==> config.mk <==
export PLATFORM = sky130hd
export DESIGN_NAME = pft_ram
export DESIGN_NICKNAME = d
export VERILOG_FILES = /design/src/pft_ram.sv
export SDC_FILE = /design/constraint.sdc
export NUM_CORES = 1
export LEC_CHECK = 0
export BUFFER_PORTS_ARGS = -buffer_cell sky130_fd_sc_hd__buf_4
export CAP_MARGIN = 10
export CORE_MARGIN = 5
export CORE_UTILIZATION = 40
export DETAILED_ROUTE_END_ITERATION = 16
export PLACE_DENSITY_LB_ADDON = 0.15
export SETUP_SLACK_MARGIN = 0.3
export SLEW_MARGIN = 0
export SYNTH_ARGS = -nofsm -noshare
export SYNTH_HDL_FRONTEND = slang
export SYNTH_SLANG_ARGS = --single-unit
==> constraint.sdc <==
create_clock -name clk -period 1.85 [get_ports clk]
set_input_delay 0.37 -clock clk [delete_from_list [all_inputs] [get_ports clk]]
set_output_delay 0.37 -clock clk [all_outputs]
set_load 0.02 [all_outputs]
==> src/pft_ram.sv <==
// Generic single-port RAM with registered read.
// No dependencies.
`default_nettype none
module pft_ram #(
	parameter int WIDTH = 8,
	parameter int DEPTH = 16
) (
	input  wire logic                     clk,
	input  wire logic                     we,
	input  wire logic [$clog2(DEPTH)-1:0] addr,
	input  wire logic [WIDTH-1:0]         wdata,
	output logic [WIDTH-1:0]              rdata
);
	logic [WIDTH-1:0] mem_q [DEPTH];

	// Write and registered read on one port.
	always_ff @(posedge clk) begin
		if (we) mem_q[addr] <= wdata;
		rdata <= mem_q[addr];
	end
endmodule
`default_nettype wire

==> impl_metrics.py, run 1 <==
metrics = {
    "route": {
        "routed_wl_mm": 10.1,
        "vias": 2403,
        "met2_length_mm": 5.00,
        "ant_nets": 0,
        "drt_iter0_drc": 166,
        "wire_per_inst_um": 21.6,
        "dr_wl_met3_um": 406,
        "first_pass_iters": 4,
        "top_layer": "met4",
        "drc": 0,
        "routed_via_density": 5.11,
        "wl_met1_mm": 4.59,
    },
    "power": {
        "p_per_area_mw_per_mm2": 1170,
        "power.total_mw": 7.43,
        "vdd_drop_max_uv": 826,
        "power.leakage_nw": 2.10,
    },
    "setup_path": {
        "critPathMaxFanout": 1,
        "end_kind": "flip-flop",
        "path_class": "flip-flop to flip-flop",
        "start_kind": "flip-flop",
        "r2r-end": "rdata[5]$_DFF_P_",
        "worst_ep_arrival_time_ns": 1.65,
        "worstPathRequired_ns": 2.13,
        "regToRegSetupSlack_ns": 0.48,
        "rr_startpoint": "mem_q[3][5]$_DFFE_PP_",
        "ff2ff_path_depth": 3,
    },
    "logic_synthesis": {
        "synth_cell_types": 18,
        "yosysTopAreaCell": "edfxtp_1",
        "synth_top_area_share_pct": 75.9,
        "syn_nets": 244,
        "ys_seq_area_share_pct": 79.0,
        "postSynthAreaPerCell_um2": 22.0,
        "synth_area_mm2": 0.00507,
        "synth_area_leaders": "edfxtp_1 76%, mux4_2 14%, dfxtp_1 3.2%",
        "syn_inst": 230,
        "ys_ff_latch": 136,
        "ys_warn_count": 0,
    },
    "layout": {
        "seq_area_mm2": 0.00400,
        "synthToLayoutAreaGrowth_pct": 25.3,
        "multi_input_area_mm2": 0.00107,
        "drive_gt1_share_pct": 41.6,
        "n_fill_cell": 1066,
        "final_nets": 299,
        "antenna_cells": 0,
    },
    "global_route": {
        "grt_start_max_net_pins": 21,
        "grt_pass1_vias": 2553,
        "overflow": 0,
        "grt_pass1_wl_mm": 15.4,
        "grt_antenna_before_repair": 0,
        "grt.total_usage_pct": 15.0,
    },
    "floorplanning": {
        "core.rowCount": 41,
        "ios": 22,
        "die_area_mm2": 0.0150,
        "start_util_pct": 40.5,
        "die_x_um": 123,
        "die_y_um": 123,
        "coreArea_mm2": 0.0125,
    },
    "flow_run": {
        "max_cap_violations": 0,
    },
    "worst_hold_path": {
        "holdCritPathClass": "input port to flip-flop",
        "hold_end": "mem_q[4][6]$_DFFE_PP_",
        "hold_start": "wdata[6]",
        "hold_depth": 1,
    },
    "clock_tree": {
        "cts.reportedPaths.clkPinSlew_ns": 0.06,
        "insertion_delay_ns": 0.41,
        "cts.sink_count": 136,
        "cts_buffers": 17,
        "cts_buffer_depth": 2,
        "ctsHtreeMaxLevel": 4,
        "cts-root-buf": "clkbuf_16",
        "cts_setup_buffers": 0,
        "holdBufCountCts": 0,
        "cts_tree": "done",
        "cts_resized": 0,
    },
    "timing": {
        "clock.fmax_ghz": 0.733,
        "post-route-period-util_pct": 73.8,
        "worst_slack_ns": 0.485,
        "timing_worst_slew_pin_value_ns": 0.833,
        "setup_viol": 0,
        "maxSlewViolCount": 0,
        "relSlewSlack_pct": 44.3,
        "clock_skew_ns": 0.00770,
        "post-route-min-period_ns": 1.37,
        "hold_viol_final": 0,
        "setup-tns-final_ns": 0,
        "fin_worst_hold_slack_ns": 0.273,
        "rsz0062_at_grt": "false",
    },
    "placement": {
        "dp_hpwl_mm": 6.83,
        "io_buffers": 21,
        "place.gp.congestion": 0.720,
        "post-place-ws_ns": 0.0948,
    },
    "run_status": {
        "status": "finished clean",
    },
}
[critical path: stages, from the launching register on]
cell      delay (ns)
edfxtp_1        0.37
mux4_2          0.48
a22oi_1         0.28
nand2_1         0.11
[stage by stage]
| step | utilization (%) | instances | instance area (µm²) |
|---|---|---|---|
| after floorplan | - | 230 | 5130 |
| after detailed placement | 45.7 | 438 | 5720 |
| final | 50.7 | 470 | 6350 |
| after global placement | 45.7 | 438 | 5720 |
| after global routing | 50.7 | 470 | 6350 |
| after CTS | 50.7 | 470 | 6350 |
[how the worst max path moves through the flow]
| stage | startpoint | to | slack [ns] |
|---|---|---|---|
| 6_report | mem_q[3][5]$_DFFE_PP_ | rdata[5]$_DFF_P_ | 0.48 |
| 4_1_cts | mem_q[3][5]$_DFFE_PP_ | rdata[5]$_DFF_P_ | 0.49 |
| 3_3_place_gp | addr[0] | rdata[4]$_DFF_P_ | 0.09 |
| 2_1_floorplan | addr[2] | mem_q[0][0]$_DFFE_PP_ | 0.20 |
| 3_5_place_dp | addr[0] | rdata[4]$_DFF_P_ | 0.09 |
| 5_1_grt | mem_q[3][0]$_DFFE_PP_ | rdata[0]$_DFF_P_ | 0.42 |
[final cells by class]
cell class / instances / area share (%)
Clock buffer: 18 / 6.76
Sequential cell: 136 / 63.1
Clock inverter: 14 / 3.23
Tap cell: 172 / 3.39
Timing Repair Buffer: 47 / 6.74
Multi-Input combinational cell: 83 / 16.8
[registers in the layout, indices dropped and copies added, names as in the netlist]
register	cells
mem_q	128
rdata	8
[cells by family (layout without fill, tap and decap cells)]
family,count (synthesis),after routing,synth area share [%]
compound gates,16,16,2.37
mux,32,32,14.2
buf+inv,11,79,1.19
simple gates,35,35,3.21
flops,136,136,79.0
[layer usage]
metal	vias up	GRT usage (%)
met5	-	0
met4	0	5.46
met3	11	4.70
met2	49	23.2
met1	1270	20.1
li1	1073	-
[layout by cell type (no fill, tap or decap)]
cell type | netlist | layout
nor2b_1 | 2 | 2
buf_4 | 0 | 41
nor2_4 | 0 | 3
bufinv_16 | 0 | 5
mux4_2 | 32 | 32
a22oi_1 | 16 | 16
and2_1 | 1 | 1
nand3b_1 | 2 | 2
clkinv_4 | 0 | 3
clkinv_1 | 0 | 3
or3b_2 | 1 | 1
clkinvlp_4 | 0 | 1
nor2_1 | 13 | 1
nand2_1 | 9 | 9
nor3_2 | 0 | 4
clkbuf_16 | 0 | 17
dfxtp_1 | 8 | 8
clkinv_2 | 0 | 2
clkbuf_1 | 2 | 1
edfxtp_1 | 128 | 128
nand3_1 | 1 | 1
nand2b_1 | 2 | 2
buf_12 | 0 | 6
nor2_2 | 0 | 9
[synthesized netlist by cell type]
cell type  number
clkbuf_1        2
nor3_1          4
edfxtp_1      128
buf_6           2
mux4_2         32
buf_2           2
and2_1          1
nor2b_1         2
buf_1           4
a22oi_1        16
nand3_1         1
dfxtp_1         8
nand2_1         9
or3b_2          1
nand3b_1        2
clkbuf_2        1
nand2b_1        2
nor2_1         13
[power breakdown]
part	switching [mW]	internal [mW]
combinational	0.218	0.173
sequential	0.0245	3.45
clock	1.19	2.38
No activity file was read; power rests on OpenSTA's default activity.
==> inputs of run 2 (changes only) <==
--- a/config.mk
+++ b/config.mk
@@ -5,6 +5,7 @@
 export SDC_FILE = /design/constraint.sdc
 export NUM_CORES = 1
 export LEC_CHECK = 0
+export ABC_AREA = 1
 export BUFFER_PORTS_ARGS = -buffer_cell sky130_fd_sc_hd__buf_4
 export CAP_MARGIN = 10
 export CORE_MARGIN = 5
==> constraint.sdc (replaced) <==
create_clock -name clk -period 1.3 [get_ports clk]
set_input_delay 0.26 -clock clk [delete_from_list [all_inputs] [get_ports clk]]
set_output_delay 0.26 -clock clk [all_outputs]
set_load 0.02 [all_outputs]
==> run 2 against run 1 <==
Net effect: count of clock-buffer cells in the layout is 5 higher; non-clock buffer count is 10 lower; critical path depth is 2 lower; worst setup slack worse by 0.33 ns; worst hold slack worse by 0.063 ns; utilization is 0.36 points lower; area after synthesis is 10% higher; critical endpoint is now rdata[6]; largest power group is now registers.
==> impl_metrics.py, run 2 <==
metrics = {
    "run_status": {
        "status": "finished clean",
    },
    "logic_synthesis": {
        "yosysMostFrequentCell": "nand2_1",
        "synth_edf_count": 128,
        "ys_seq_area_share_pct": 71.6,
        "syn_nets": 562,
        "ys_top_cells_by_count": "346 x nand2_1, 128 x edfxtp_1, 21 x inv_1",
        "syn_inst": 548,
        "synth-async-reset-ratio_pct": 0,
        "synth_area_mm2": 0.00559,
        "synth_top_area_share_pct": 68.7,
        "ys_warn_count": 0,
        "synth_ff_type": "edfxtp_1",
        "ys_ff_latch": 136,
        "synth_cell_types": 11,
        "postSynthAreaPerCell_um2": 10.2,
        "synth_area_leaders": "edfxtp_1 69%, nand2_1 23%, dfxtp_1 2.9%",
        "yosysTopAreaCell": "edfxtp_1",
    },
    "layout": {
        "final_common_cell": "nand2_1",
        "synthToLayoutAreaGrowth_pct": 24.0,
        "n_fill_cell": 1287,
        "multi_input_area_mm2": 0.00163,
        "final_cell_area_mm2": 0.00694,
        "layout_common_cells": "323 x nand2_1, 128 x edfxtp_1, 23 x nand2_2, 23 x buf_4, 18 x nor2_4",
        "reg.largest.list": "mem_q x128, rdata x8",
        "antenna_cells": 0,
        "final_nets": 597,
        "stdcell_count": 776,
        "regMostFlops": "mem_q",
        "drive_gt1_share_pct": 21.1,
        "utilization_pct": 50.4,
        "largest_reg_flops": 128,
        "seq_area_mm2": 0.00401,
    },
    "route": {
        "vias": 3618,
        "wire_per_inst_um": 16.8,
        "routed_via_density": 4.66,
        "routed_wl_mm": 13.1,
        "drt_iter0_drc": 263,
        "first_pass_iters": 4,
        "drc": 0,
        "ant_nets": 0,
    },
    "timing": {
        "clock_skew_ns": 0.00653,
        "hold_viol_final": 0,
        "maxSlewViolCount": 0,
        "timing_worst_slew_pin_value_ns": 0.287,
        "post-route-min-period_ns": 1.15,
        "post-route-period-util_pct": 88.4,
        "setup_viol": 0,
        "relSlewSlack_pct": 80.9,
        "worst_slack_ns": 0.150,
        "fin_worst_hold_slack_ns": 0.210,
        "rsz0062_at_grt": "true",
        "setup-tns-final_ns": 0,
        "clock.fmax_ghz": 0.870,
    },
    "floorplanning": {
        "coreArea_mm2": 0.0138,
        "start_util_pct": 40.6,
        "die_y_um": 128,
        "core.rowCount": 43,
        "die_area_mm2": 0.0164,
        "ios": 22,
        "die_x_um": 128,
    },
    "placement": {
        "dpl_cell_area_mm2": 0.00627,
        "place.gp.congestion": 0.825,
        "dp.cells": 744,
        "post-place-ws_ns": -0.0717,
        "io_buffers": 21,
        "dp_hpwl_mm": 8.46,
    },
    "power": {
        "p_per_area_mw_per_mm2": 1490,
        "power.total_mw": 10.4,
        "vdd_drop_max_uv": 817,
        "power.leakage_nw": 2.87,
    },
    "setup_path": {
        "ff2ff_path_depth": 8,
        "regToRegSetupSlack_ns": 0.30,
        "crit_buf_inv": 1,
        "worstPathRequired_ns": 1.04,
        "critPathMaxFanout": 1,
        "worst_ep_arrival_time_ns": 0.89,
        "crit_path_top_delay_cell": "dfxtp_2",
        "start_kind": "flip-flop",
        "crit_path_max_incr_delay_ns": 0.35,
        "end_kind": "output port",
        "rr_startpoint": "mem_q[6][4]$_DFFE_PP_",
        "crit_path_start": "rdata[6]$_DFF_P_",
        "critical_path.cell_chain": "buf_6",
        "path_class": "flip-flop to output port",
        "path_delay_family": "flip-flops",
        "r2r-end": "rdata[4]$_DFF_P_",
        "critical_path_depth": 1,
        "endpoint": "rdata[6]",
    },
    "flow_run": {
        "max_cap_violations": 0,
    },
    "global_route": {
        "grt_pass1_vias": 3742,
        "grt_antenna_before_repair": 0,
        "overflow": 0,
        "grt_pass1_wl_mm": 20.8,
        "grt.total_usage_pct": 17.3,
        "grt_start_max_net_pins": 33,
    },
    "clock_tree": {
        "ctsHtreeMaxLevel": 4,
        "cts_buffers": 17,
        "insertion_delay_ns": 0.41,
        "cts_setup_buffers": 0,
        "cts.sink_count": 136,
        "cts.reportedPaths.clkPinSlew_ns": 0.06,
        "cts_buffer_depth": 2,
        "cts_tree": "done",
        "cts-root-buf": "clkbuf_16",
    },
    "worst_hold_path": {
        "holdCritPathClass": "input port to flip-flop",
    },
}
[run 2: cell count changes in the layout (fill, tap and decap cells not counted), sizes merged, moves of 3 or more]
cell	change
inv	+22
nand2	+337
clkbuf	+5
nor2	+5
buf	-10
nor3	-4
nand3	+3
bufinv	-3
a22oi	-16
mux4	-32
[run 2: final cells by class]
class | count | share of cell area, %
well taps | 180 | 3.25
flip-flops and latches | 136 | 57.9
clock buffers | 23 | 6.89
repair buffers | 37 | 5.52
clock inverters | 9 | 1.41
inverters | 23 | 1.61
multi-input cells | 368 | 23.5
[run 2: cells by family after synthesis]
| logic type | count (synthesis) | share of synthesized area (%) |
|---|---|---|
| AND/OR/NAND/NOR | 368 | 24.8 |
| flip-flops | 136 | 71.6 |
| buffers and inverters | 44 | 3.62 |
[run 2: worst min path at each step]
stage,start,end,depth (start not counted)
finish,wdata[5],mem_q[1][5]$_DFFE_PP_,1
global route,wdata[5],mem_q[1][5]$_DFFE_PP_,1
CTS,wdata[5],mem_q[1][5]$_DFFE_PP_,1
detailed placement,wdata[5],mem_q[1][5]$_DFFE_PP_,1
global placement,wdata[5],mem_q[1][5]$_DFFE_PP_,1
floorplan,wdata[0],mem_q[0][0]$_DFFE_PP_,0
[run 2: worst reg2reg max path, delay by kind of cell (launching register included)]
kind | cells | cell delay, ns
AND/OR/NAND/NOR | 7 | 0.47
flip-flops | 1 | 0.38
buffers and inverters | 1 | 0.04
[run 2: repair_timing]
item | in CTS | in global routing
resized for setup | 20 | 20
setup endpoints to repair | 12 | 16
hold buffers | 0 | 0
pin swaps | 3 | 39
[run 2: layer usage]
metal  part of all wire (%)  wire length [µm]  GRT usage (%)
met5                      0                 0              0
met1                     44              5710           22.9
met4                    2.3               302           7.12
met2                     48              6240           27.3
met3                    6.3               820           4.13
[run 2: report_power, final]
group / internal, mW / leakage [nW] / switching [mW] / total (mW)
logic: 0.267 / 1.36 / 0.519 / 0.787
registers: 4.91 / 1.22 / 0.0365 / 4.95
clock network: 2.95 / 0.286 / 1.68 / 4.63
total: 8.13 / 2.87 / 2.23 / 10.4
==> inputs of run 3 (changes only) <==
--- a/config.mk
+++ b/config.mk
@@ -5,11 +5,10 @@
 export SDC_FILE = /design/constraint.sdc
 export NUM_CORES = 1
 export LEC_CHECK = 0
-export ABC_AREA = 1
 export BUFFER_PORTS_ARGS = -buffer_cell sky130_fd_sc_hd__buf_4
 export CAP_MARGIN = 10
 export CORE_MARGIN = 5
-export CORE_UTILIZATION = 40
+export CORE_UTILIZATION = 60
 export DETAILED_ROUTE_END_ITERATION = 16
 export PLACE_DENSITY_LB_ADDON = 0.15
 export SETUP_SLACK_MARGIN = 0.3
==> run 3 against run 2 <==
Net effect: the flow now finishes with violations (setup timing); critical path depth rose by 2; global-route usage rose by 5.5 points; die area fell by 37%; worst setup slack got worse by 0.20 ns; total power fell by 0.17%; wire length fell by 17%.
==> impl_metrics.py, run 3 (synthesis results as in run 1) <==
metrics = {
    "run_status": {
        "status": "complete, but fails checks",
        "violations": "setup timing",
    },
    "floorplanning": {
        "start_util_pct": 61.7,
        "die_area_mm2": 0.0104,
        "ios": 22,
        "die_y_um": 102,
        "die_x_um": 102,
        "coreArea_mm2": 0.00822,
        "core.rowCount": 33,
    },
    "setup_path": {
        "endpoint": "rdata[3]$_DFF_P_",
        "critPathMaxFanout": 1,
        "worstPathRequired_ns": 1.69,
        "rr_startpoint": "mem_q[7][3]$_DFFE_PP_",
        "path_delay_family": "multiplexers",
        "r2r-end": "rdata[3]$_DFF_P_",
        "ff2ff_path_depth": 3,
        "path_class": "flip-flop to flip-flop",
        "crit_path_max_incr_delay_ns": 0.53,
        "regToRegSetupSlack_ns": -0.05,
        "worst_ep_arrival_time_ns": 1.73,
        "critical_path_depth": 3,
        "crit_path_start": "mem_q[7][3]$_DFFE_PP_",
        "end_kind": "flip-flop",
        "critical_path.cell_chain": "mux4_2 > a22oi_2 > nand2_1",
        "start_kind": "flip-flop",
        "crit_buf_inv": 0,
        "crit_path_top_delay_cell": "mux4_2",
    },
    "power": {
        "p_clk_share_pct": 45.5,
        "combPwrFrac_pct": 6.7,
        "vdd_drop_max_uv": 1160,
        "swShare_pct": 21.3,
        "p_per_area_mw_per_mm2": 1590,
        "p_seq_share_pct": 47.8,
        "power.leakage_nw": 2.16,
        "power.total_mw": 10.3,
        "p_int_mw": 8.15,
        "p_sw_mw": 2.20,
    },
    "clock_tree": {
        "cts-root-buf": "clkbuf_8",
        "cts_buffer_depth": 2,
        "cts.sink_count": 136,
        "cts.reportedPaths.clkPinSlew_ns": 0.06,
        "ctsHtreeMaxLevel": 4,
        "cts_tree": "done",
        "insertion_delay_ns": 0.51,
        "cts_buffers": 17,
        "holdBufCountCts": 0,
    },
    "global_route": {
        "overflow": 0,
        "grt_pass1_wl_mm": 16.1,
        "grt_pass1_vias": 2585,
        "grt.total_usage_pct": 22.8,
        "grt_start_max_net_pins": 19,
        "grt_antenna_before_repair": 0,
    },
    "route": {
        "dr_wl_met3_um": 800,
        "drc": 0,
        "routed_wl_mm": 10.8,
        "first_pass_iters": 4,
        "drt_iter0_drc": 242,
        "top_layer": "met4",
        "wl_met1_mm": 4.44,
        "vias": 2546,
        "routed_via_density": 6.26,
        "wire_per_inst_um": 26.5,
        "met2_length_mm": 5.37,
        "ant_nets": 0,
    },
    "layout": {
        "final_common_cell": "edfxtp_1",
        "regMostFlops": "mem_q",
        "layout_common_cells": "128 x edfxtp_1, 32 x mux4_2, 28 x buf_4, 16 x clkbuf_16, 13 x buf_12",
        "multi_input_area_mm2": 0.00120,
        "synthToLayoutAreaGrowth_pct": 28.7,
        "drive_gt1_share_pct": 48.7,
        "utilization_pct": 79.4,
        "seq_area_mm2": 0.00401,
        "reg.largest.list": "mem_q x128, rdata x8",
        "stdcell_count": 407,
        "antenna_cells": 0,
        "final_nets": 303,
        "largest_reg_flops": 128,
        "n_fill_cell": 395,
    },
    "timing": {
        "post-route-period-util_pct": 104,
        "post-route-min-period_ns": 1.35,
        "relSlewSlack_pct": 46.0,
        "setup-tns-final_ns": -0.0751,
        "clock_skew_ns": 0.0160,
        "hold_viol_final": 0,
        "rsz0062_at_grt": "true",
        "worst_slack_ns": -0.0458,
        "maxSlewViolCount": 0,
        "clock.fmax_ghz": 0.743,
        "setup_viol": 4,
        "fin_worst_hold_slack_ns": 0.0794,
        "timing_worst_slew_pin_value_ns": 0.809,
    },
    "worst_hold_path": {
        "holdCritPathClass": "input port to flip-flop",
        "hold_depth": 1,
    },
    "placement": {
        "io_buffers": 21,
        "place.gp.congestion": 0.741,
        "dp.cells": 373,
        "dp_hpwl_mm": 6.42,
    },
    "flow_run": {
        "max_cap_violations": 0,
    },
}
## run 3: area by class of cell
type	instances	area share (%)
clock buffers	17	6.35
well taps	105	2.01
repair buffers	51	9.00
multi-input cells	83	18.4
clock inverters	15	2.69
flip-flops and latches	136	61.5
## run 3: metrics by stage
| step | setup WS (ns) | instance area (µm²) |
|---|---|---|
| floorplan | -0.0937 | 5300 |
| global placement | -0.326 | 5830 |
| detailed placement | -0.367 | 5830 |
| CTS | -0.0417 | 6480 |
| global route | -0.0743 | 6520 |
| finish | -0.0458 | 6520 |
## run 3: worst min-delay path by stage
stage | startpoint | to | slack (ns)
2_1_floorplan | wdata[0] | mem_q[0][0]$_DFFE_PP_ | 0.36
3_3_place_gp | wdata[7] | mem_q[6][7]$_DFFE_PP_ | 0.57
3_5_place_dp | wdata[7] | mem_q[6][7]$_DFFE_PP_ | 0.60
4_1_cts | wdata[7] | mem_q[3][7]$_DFFE_PP_ | 0.06
5_1_grt | wdata[7] | mem_q[6][7]$_DFFE_PP_ | 0.07
6_report | wdata[3] | mem_q[8][3]$_DFFE_PP_ | 0.08
## run 3: power groups by stage
| stage | sequential [mW] | combinational [mW] | clock [mW] |
|---|---|---|---|
| after floorplan | 5.05 | 0.320 | 0 |
| after global placement | 5.02 | 0.628 | 0 |
| final | 4.95 | 0.692 | 4.71 |
| after global routing | 4.95 | 0.730 | 4.95 |
| after detailed placement | 5.02 | 0.641 | 0 |
| after CTS | 4.95 | 0.675 | 4.73 |
## run 3: layer usage
layer | vias up | GRT usage (%)
li1 | 1082 | -
met1 | 1319 | 32.6
met2 | 133 | 35.1
met3 | 12 | 6.76
met4 | 0 | 6.56
met5 | - | 0
## run 3: repair_timing
item	in CTS	in global routing
pin swaps	4	4
endpoints found under the setup margin	17	24
buffers inserted	0	2
resized for setup	19	6
## run 3: worst register-to-register path, cell delays in order, from the launching register on
cell and delay, ns:
edfxtp_1 0.37, mux4_2 0.53, a22oi_2 0.22, nand2_1 0.11
